$ cat src/hw/rtl/wgb_row_mem.sv
module wgb_row_mem #(
   parameter int DEPTH = 16,
   parameter int WIDTH = 8,
   parameter int AW    = 4
) (
   input  logic             clock,
   input  logic             wr_en,
   input  logic [AW-1:0]    wr_addr,
   input  logic [WIDTH-1:0] wr_data,
   input  logic             rd_en,
   input  logic [AW-1:0]    rd_addr,
   output logic [WIDTH-1:0] rd_data
);
   logic [WIDTH-1:0] mem [DEPTH];
   logic [WIDTH-1:0] rd_data_ff;

   always_ff @(posedge clock) begin
      if (wr_en) begin
         mem[wr_addr] <= wr_data;
      end
   end

   always_ff @(posedge clock) begin
      if (rd_en) begin
         rd_data_ff <= mem[rd_addr];
      end
   end

   assign rd_data = rd_data_ff;
endmodule
$ cat config.mk
export PLATFORM = sky130hd
export DESIGN_NAME = wgb_row_mem
export DESIGN_NICKNAME = d
export VERILOG_FILES = /design/src/hw/rtl/wgb_row_mem.sv
export SDC_FILE = /design/constraint.sdc
export NUM_CORES = 1
export LEC_CHECK = 0
export BUFFER_PORTS_ARGS = -buffer_cell sky130_fd_sc_hd__buf_2
export CAP_MARGIN = 20
export CORE_AREA = 4 4 128 130
export CTS_CLUSTER_DIAMETER = 30
export DETAILED_ROUTE_END_ITERATION = 8
export DIE_AREA = 0 0 132 134
export GPL_TIMING_DRIVEN = 0
export SYNTH_ARGS = -nofsm -noshare
export SYNTH_HDL_FRONTEND = slang
export SYNTH_SLANG_ARGS = --single-unit
$ cat constraint.sdc
create_clock -name clock -period 1.7 [get_ports clock]
set_clock_uncertainty 0.1 [all_clocks]
set_input_delay 0.085 -clock clock [delete_from_list [all_inputs] [get_ports clock]]
set_output_delay 0.085 -clock clock [all_outputs]
set_load 0.01 [all_outputs]
==> results by group, run 1 <==
Setup path
  – Slowest stage cell, crit path: sky130_fd_sc_hd__mux4_1
  – Kind of critical path: reg -> reg
  – Kind of start point of the critical path: flop
  – Required arrival time at the worst endpoint: 1.75 ns
  – Setup slack, reg-to-reg: 0.06 ns
  – Critical-path cell list: mux4_1 -> a22oi_2 -> nand2_1
  – Worst EP arrival: 1.68 ns
  – Kind of capture point of the worst setup path: flop
  – Delay of the slowest critical-path stage: 0.54 ns
  – Max Fanout on Critical Path: 1

Status
  – Result of the run: finished clean

Synthesis
  – Nets in the synthesized netlist: 248
  – Dominant cell type by area after synthesis: sky130_fd_sc_hd__edfxtp_1
  – Sequential cell area fraction in the yosys report: 78.1%
  – Post-synth top cells: sky130_fd_sc_hd__edfxtp_1, sky130_fd_sc_hd__mux4_2, sky130_fd_sc_hd__a22oi_1
  – Mean post-synth cell area: 22.8 um^2
  – Number of enable flip-flop cells after synthesis: 136
  – Share of async-settable or async-resettable flops after synthesis: 0%
  – Primary flip-flop cell chosen by synthesis mapping: sky130_fd_sc_hd__edfxtp_1
  – Most used standard cell by instance count after synthesis: sky130_fd_sc_hd__edfxtp_1
  – Yosys warns: 0
  – Count of cell types in the netlist: 18
  – Gate Count Post-Synth: 229
  – Number of storage elements in the synthesis netlist: 136
  – Share of the synthesized area in the top cell type: about four fifths
  – Cells taking the most area after synthesis: sky130_fd_sc_hd__edfxtp_1, sky130_fd_sc_hd__mux4_2, sky130_fd_sc_hd__mux4_1, sky130_fd_sc_hd__a22oi_1, sky130_fd_sc_hd__nor2_1
  – Total standard cell area after synthesis: 5230 um^2

Global route
  – Final global-route overflow total: 0
  – Vias in the first global route: ~2,600
  – Initial antenna violation count: 0
  – Largest net degree at the start of global routing: 17
  – Global-route wire length before repair: 15,500 um
  – Overall fraction of global-route tracks in use: 12.2%

Clocking
  – CTS sink cnt: 136
  – Clock tree from TritonCTS: done
  – Root Buffer: sky130_fd_sc_hd__clkbuf_16
  – Clock buffer depth: 2
  – Number of buffers added by the clock tree synthesis step: 17
  – Clock slew seen by the registers of the worst setup and hold paths: 0.06 ns
  – Max H-tree Level: 4
  – Clock Latency Late Sink: 0.41 ns

Layout
  – Final net count: 304
  – Share of post-route cells with drive strength above 1: 29.5%
  – Total of fill cells in the finished design: approximately 1,300
  – Non-Filler Cell Area, Final: 6320 um^2
  – Count of placed standard cells in the final layout, fillers left out: a little under 500
  – Area grow syn2layout: 20.8%
  – Total inserted antenna cells: 0
  – Utilization after layout: 41.7%

Routing
  – Number of search-and-repair iterations in the first detailed-routing pass: 4
  – Post-detailed-route wirelength per cell: 21.0 um
  – Vias post-DR: 2,403
  – Ratio of routed vias to standard cells: 4.94
  – Routed wire length: 10,200 um
  – Antenna violation net count after detailed routing: 0
  – Remaining routing DRC violations: 0
  – Number of DRC violations after detailed-routing iteration 0: between 200 and 250

Floorplanning
  – Number of rows created at floorplan: 45
  – Vertical die dimension: between 100 and 150 um
  – Starting Density: 34.5%
  – Core region area: 15,100 um^2
  – Area of the die: between 15,000 and 20,000 um^2
  – Io pins: 27
  – X dimension of the die: around 130 um

STA
  – Total count of max-transition violations in the final report: 0
  – Min Tclk post-route: ~1.6 ns
  – Setup tns final: 0 ns
  – Hold violation count in the final report: 0
  – Worst slew margin: 43.0%
  – Final critical-path setup slack: 0.0629 ns
  – Fin crit share: 96.3%
  – # setup viols final: 0
  – Slew at the pin closest to its max-slew limit: 0.852 ns
  – RSZ-0062 raised after global routing: false
  – Worst-case hold slack: 0.0159 ns
  – Max Clk Rate: between 0.6 and 0.7 GHz

Placement
  – Area of placed instances: 5620 um^2
  – Minimum setup slack after placement: -0.402 ns
  – Last weighted congestion value of the routability-driven placer: 0.673
  – Post-placement cell count: 446
  – Number of I/O port buffers: 25
  – DP HPWL: 6720 um

Pwr
  – Reported leakage power: 2.10 nW
  – Max rail drop VDD: 0.000704 V
  – Total power density per cell area: 1250 nW/um^2
  – Total Power: 7.91 mW

Run
  – Total of max-cap violations: 0

Hold path
  – Class of the tightest hold or removal check: in -> reg
## where the power goes
part           total, mW  switching (mW)  internal, mW
logic              0.380           0.220         0.160
registers           3.80          0.0158          3.78
clock network       3.74            1.30          2.43
total               7.91            1.54          6.37
## what timing repair did
| action | in CTS | in global routing |
|---|---|---|
| gates resized for setup | 1 | 1 |
| hold buffers | 8 | 0 |
| endpoints found under the setup margin | 1 | 4 |
| endpoints found under the hold margin | 112 | 0 |
| setup buffers | 0 | 0 |
## final timing paths
path                       startpoint                    to  cells past startpoint
setup / recovery  mem[1][0]$_DFFE_PP_  rd_data[0]$_DFFE_PP_                      3
hold / removal             wr_data[3]   mem[5][3]$_DFFE_PP_                      1
setup reg to reg  mem[1][0]$_DFFE_PP_  rd_data[0]$_DFFE_PP_                      3
hold reg to reg   mem[8][3]$_DFFE_PP_  rd_data[3]$_DFFE_PP_                      3
## sequential cells by signal (all words and copies together), names as in the netlist
signal   count
rd_data      8
mem        128
## cell type report
cell class / instances / area, um^2 / share of cell area [%]
flip-flops and latches: 136 / 4080 / 64.7
clock buffers: 18 / 429 / 6.79
repair buffers: 37 / 233 / 3.68
plain buffers: 10 / 86.3 / 1.37
clock inverters: 14 / 181 / 2.87
well taps: 188 / 235 / 3.72
multi-input cells: 83 / 1070 / 16.9
## logic make-up (layout without fill, tap and decap cells)
| kind of cell | Yosys count | in the layout | synth area share [%] |
|---|---|---|---|
| DFF | 136 | 136 | 78.1 |
| and+or+nand+nor | 35 | 35 | 3.14 |
| muxes | 32 | 32 | 14.8 |
| AOI/OAI and AO/OA | 16 | 16 | 2.30 |
| buffers and inverters | 10 | 79 | 1.65 |
## worst max-delay path: cells and delay by family (launching register included)
family          cells  cell delay, ns
compound gates      1            0.27
simple gates        1            0.12
flops               1            0.36
mux                 1            0.54
## layout by cell type (no fill, tap or decap), types with 2 or more instances in the layout
cell	n
sky130_fd_sc_hd__nor2_1	13
sky130_fd_sc_hd__buf_4	4
sky130_fd_sc_hd__nand2_1	9
sky130_fd_sc_hd__clkinv_1	3
sky130_fd_sc_hd__a22oi_1	15
sky130_fd_sc_hd__nor3_1	3
sky130_fd_sc_hd__mux4_1	14
sky130_fd_sc_hd__clkbuf_16	17
sky130_fd_sc_hd__bufinv_16	4
sky130_fd_sc_hd__clkinv_2	2
sky130_fd_sc_hd__clkinv_4	2
sky130_fd_sc_hd__buf_6	3
sky130_fd_sc_hd__nand2b_1	2
sky130_fd_sc_hd__clkdlybuf4s25_2	3
sky130_fd_sc_hd__nand3b_1	2
sky130_fd_sc_hd__mux4_2	18
sky130_fd_sc_hd__buf_2	29
sky130_fd_sc_hd__dlygate4sd3_1	8
sky130_fd_sc_hd__edfxtp_1	136
sky130_fd_sc_hd__clkinvlp_4	3
## routing by layer
metal	global-route usage [%]	up-vias	part of all wire, %
li1	-	1098	-
met1	15.7	1215	43
met2	19.2	76	49
met3	4.09	14	6.6
met4	4.90	0	1.7
met5	0	-	0
(Power assumes the default switching activity.)
==> inputs of run 2 (changes only) <==
BUFFER_PORTS_ARGS = default   (was -buffer_cell sky130_fd_sc_hd__buf_2)
CORE_AREA = 4 4 102 104   (was 4 4 128 130)
DIE_AREA = 0 0 106 108   (was 0 0 132 134)
DONT_BUFFER_PORTS = 1   (was default)
PLACE_DENSITY = 0.73   (was default)
==> results by group, run 2 (synthesized netlist as in run 1, its figures left out) <==
Clocking
  – Number of buffers added by the clock tree synthesis step: 17 (unchanged)
  – Clock tree from TritonCTS: done (unchanged)
  – Clock slew seen by the registers of the worst setup and hold paths: 0.06 ns (about the same)
  – Clock Latency Late Sink: 0.52 ns (was 0.41 ns)
  – Root Buffer: sky130_fd_sc_hd__clkbuf_8 (was sky130_fd_sc_hd__clkbuf_16)
  – Buffer count from post-CTS setup fixing: 0 (unchanged)
  – Clock buffer depth: 2 (unchanged)
  – CTS sink cnt: 136 (unchanged)
  – Max H-tree Level: 4 (unchanged)

Layout
  – Total inserted antenna cells: 0 (unchanged)
  – Commonest cells after routing, fill and taps aside: sky130_fd_sc_hd__edfxtp_1, sky130_fd_sc_hd__mux4_2, sky130_fd_sc_hd__dlygate4sd3_1 (was sky130_fd_sc_hd__edfxtp_1, sky130_fd_sc_hd__buf_2, sky130_fd_sc_hd__mux4_2)
  – Largest Register: mem (unchanged)
  – Total of fill cells in the finished design: 616 (was 1,306)
  – Share of post-route cells with drive strength above 1: 22.8% (was 29.5%)
  – Area occupied by multi-input gates: 1070 um^2 (unchanged)
  – Area grow syn2layout: 18.1% (was 20.8%)
  – Most common library cell in the layout ignoring fill and taps: sky130_fd_sc_hd__edfxtp_1 (unchanged)
  – Final net count: 288 (was 304)
  – Flip-flop count of the largest register, all copies and words added: 128 (unchanged)
  – Count of placed standard cells in the final layout, fillers left out: 414 (was 486)
  – Utilization after layout: 64.6% (was 41.7%)
  – Area used by sequential logic in the layout: 4080 um^2 (unchanged)

STA
  – Total count of max-transition violations in the final report: 0 (unchanged)
  – Worst slew margin: 46.8% (was 43.0%)
  – Min Tclk post-route: 1.63 ns (was 1.64 ns)
  – Slew at the pin closest to its max-slew limit: 0.795 ns (was 0.852 ns)
  – RSZ-0062 raised after global routing: false (unchanged)
  – Max Clk Rate: 0.613 GHz (was 0.611 GHz)
  – Hold violation count in the final report: 3 (was 0)
  – # setup viols final: 0 (unchanged)
  – Worst-case hold slack: -0.00145 ns (was 0.0159 ns)
  – Fin crit share: 96.0% (was 96.3%)

Floorplanning
  – Area of the die: 11,400 um^2 (was 17,700 um^2)
  – Io pins: 27 (unchanged)
  – Starting Density: 54.7% (was 34.5%)
  – Core region area: 9550 um^2 (was 15,100 um^2)
  – Number of rows created at floorplan: 36 (was 45)
  – Vertical die dimension: 108 um (was 134 um)
  – X dimension of the die: 106 um (was 132 um)

Routing
  – Remaining routing DRC violations: 0 (unchanged)
  – Vias post-DR: 2,472 (was 2,403)
  – Number of search-and-repair iterations in the first detailed-routing pass: 4 (unchanged)
  – Post-detailed-route wirelength per cell: 24.5 um (was 21.0 um)
  – Ratio of routed vias to standard cells: 5.97 (was 4.94)
  – Number of DRC violations after detailed-routing iteration 0: 262 (was 204)
  – Antenna violation net count after detailed routing: 0 (unchanged)
  – Routed wire length: 10,200 um (about the same)

Placement
  – DP HPWL: 6200 um (was 6720 um)
  – Last weighted congestion value of the routability-driven placer: 0.696 (was 0.673)
  – Post-placement cell count: 366 (was 446)
  – Number of I/O port buffers: 0 (was 25)

Setup path
  – Worst EP arrival: 1.77 ns (was 1.68 ns)
  – Kind of capture point of the worst setup path: flop (unchanged)
  – Required arrival time at the worst endpoint: 1.83 ns (was 1.75 ns)
  – Kind of start point of the critical path: input pin (was flop)
  – Kind of critical path: in -> reg (was reg -> reg)
  – Delay of the slowest critical-path stage: 0.58 ns (was 0.54 ns)
  – Max Fanout on Critical Path: 5 (was 1)
  – Critical-path cell list: dlygate4sd3_1 -> nand3b_1 -> nor3_1 -> buf_4 (was mux4_1 -> a22oi_2 -> nand2_1)
  – Slowest stage cell, crit path: sky130_fd_sc_hd__nor3_1 (was sky130_fd_sc_hd__mux4_1)

Status
  – Result of the run: finished, violations left (was finished clean)
  – Violated checks: hold timing

Pwr
  – Internal power: 6.13 mW (was 6.37 mW)
  – Part of the power in the clock network: 45.9% (was 47.2%)
  – Sw frac: 20.0% (was 19.5%)
  – Gate power share: 4.5% (was 4.8%)
  – Reported leakage power: 2.03 nW (was 2.10 nW)
  – Switching power summed over all nets: 1.54 mW (about the same)
  – Max rail drop VDD: 0.000783 V (was 0.000704 V)
  – Total power density per cell area: 1240 nW/um^2 (was 1250 nW/um^2)
  – Seq pwr share: 49.7% (was 48.0%)

Global route
  – Final global-route overflow total: 0 (unchanged)
  – Vias in the first global route: 2,553 (was 2,595)
  – Largest net degree at the start of global routing: 17 (unchanged)
  – Overall fraction of global-route tracks in use: 19.3% (was 12.2%)
  – Initial antenna violation count: 1 (was 0)
  – Global-route wire length before repair: 15,300 um (was 15,500 um)

Run
  – Total of max-cap violations: 0 (unchanged)

Hold path
  – Class of the tightest hold or removal check: in -> reg (unchanged)
-- run 2: layout make-up --
class,instances,share of cell area (%)
flip-flops and latches,136,66.2
well taps,133,2.70
plain buffers,10,1.40
clock inverters,14,2.57
clock buffers,17,6.71
multi-input cells,83,17.3
repair buffers,21,3.16
-- run 2: routing by layer --
layer  GRT usage (%)  vias up  wire (um)
met5               0        -          7
met4            7.59        2        203
met3            5.85       19        739
met2            29.6      103       5060
met1            26.4     1286       4150
li1                -     1062          -
-- run 2: power by group through the flow --
stage	logic (mW)	clock network (mW)	registers, mW
6_report	0.343	3.52	3.81
5_1_grt	0.368	3.73	3.81
4_1_cts	0.343	3.55	3.81
3_5_place_dp	0.260	0	3.88
3_3_place_gp	0.252	0	3.87
2_1_floorplan	0.191	0	3.87
-- run 2: path summary, 6_finish.rpt --
path | from | endpoint | slack, ns | depth (start not counted)
setup / recovery | wr_addr[2] | mem[8][0]$_DFFE_PP_ | 0.07 | 4
hold / removal | wr_addr[3] | mem[8][4]$_DFFE_PP_ | -0.001 | 2
setup reg to reg | mem[5][1]$_DFFE_PP_ | rd_data[1]$_DFFE_PP_ | 0.08 | 3
hold reg to reg | mem[8][1]$_DFFE_PP_ | rd_data[1]$_DFFE_PP_ | 0.67 | 3
-- run 2: through the flow --
stage | setup TNS, ns | hold slack [ns] | power [mW] | worst slack, ns | instance area (um^2)
final | 0 | -0.00145 | 7.67 | 0.0677 | 6170
after global routing | 0 | 0.0122 | 7.91 | 0.0352 | 6170
after CTS | 0 | -0.0559 | 7.71 | 0.00143 | 6150
after detailed placement | -0.476 | 0.0847 | 4.14 | -0.0300 | 5420
after global placement | -4.90 | 0.0848 | 4.13 | -0.379 | 5390
after floorplan | 0 | 0.0839 | 4.06 | 0.0221 | 5230
-- run 2: what timing repair did --
item / CTS / global route
endpoints found under the setup margin: 0 / 10
hold endpoints to repair: 202 / 4
hold buffers: 16 / 1
gates resized for setup: 0 / 2
-- run 2: worst max-delay path: cells and delay by family --
kind / cells / cell delay [ns]
simple gates: 2 / 0.85
buf+inv: 2 / 0.83
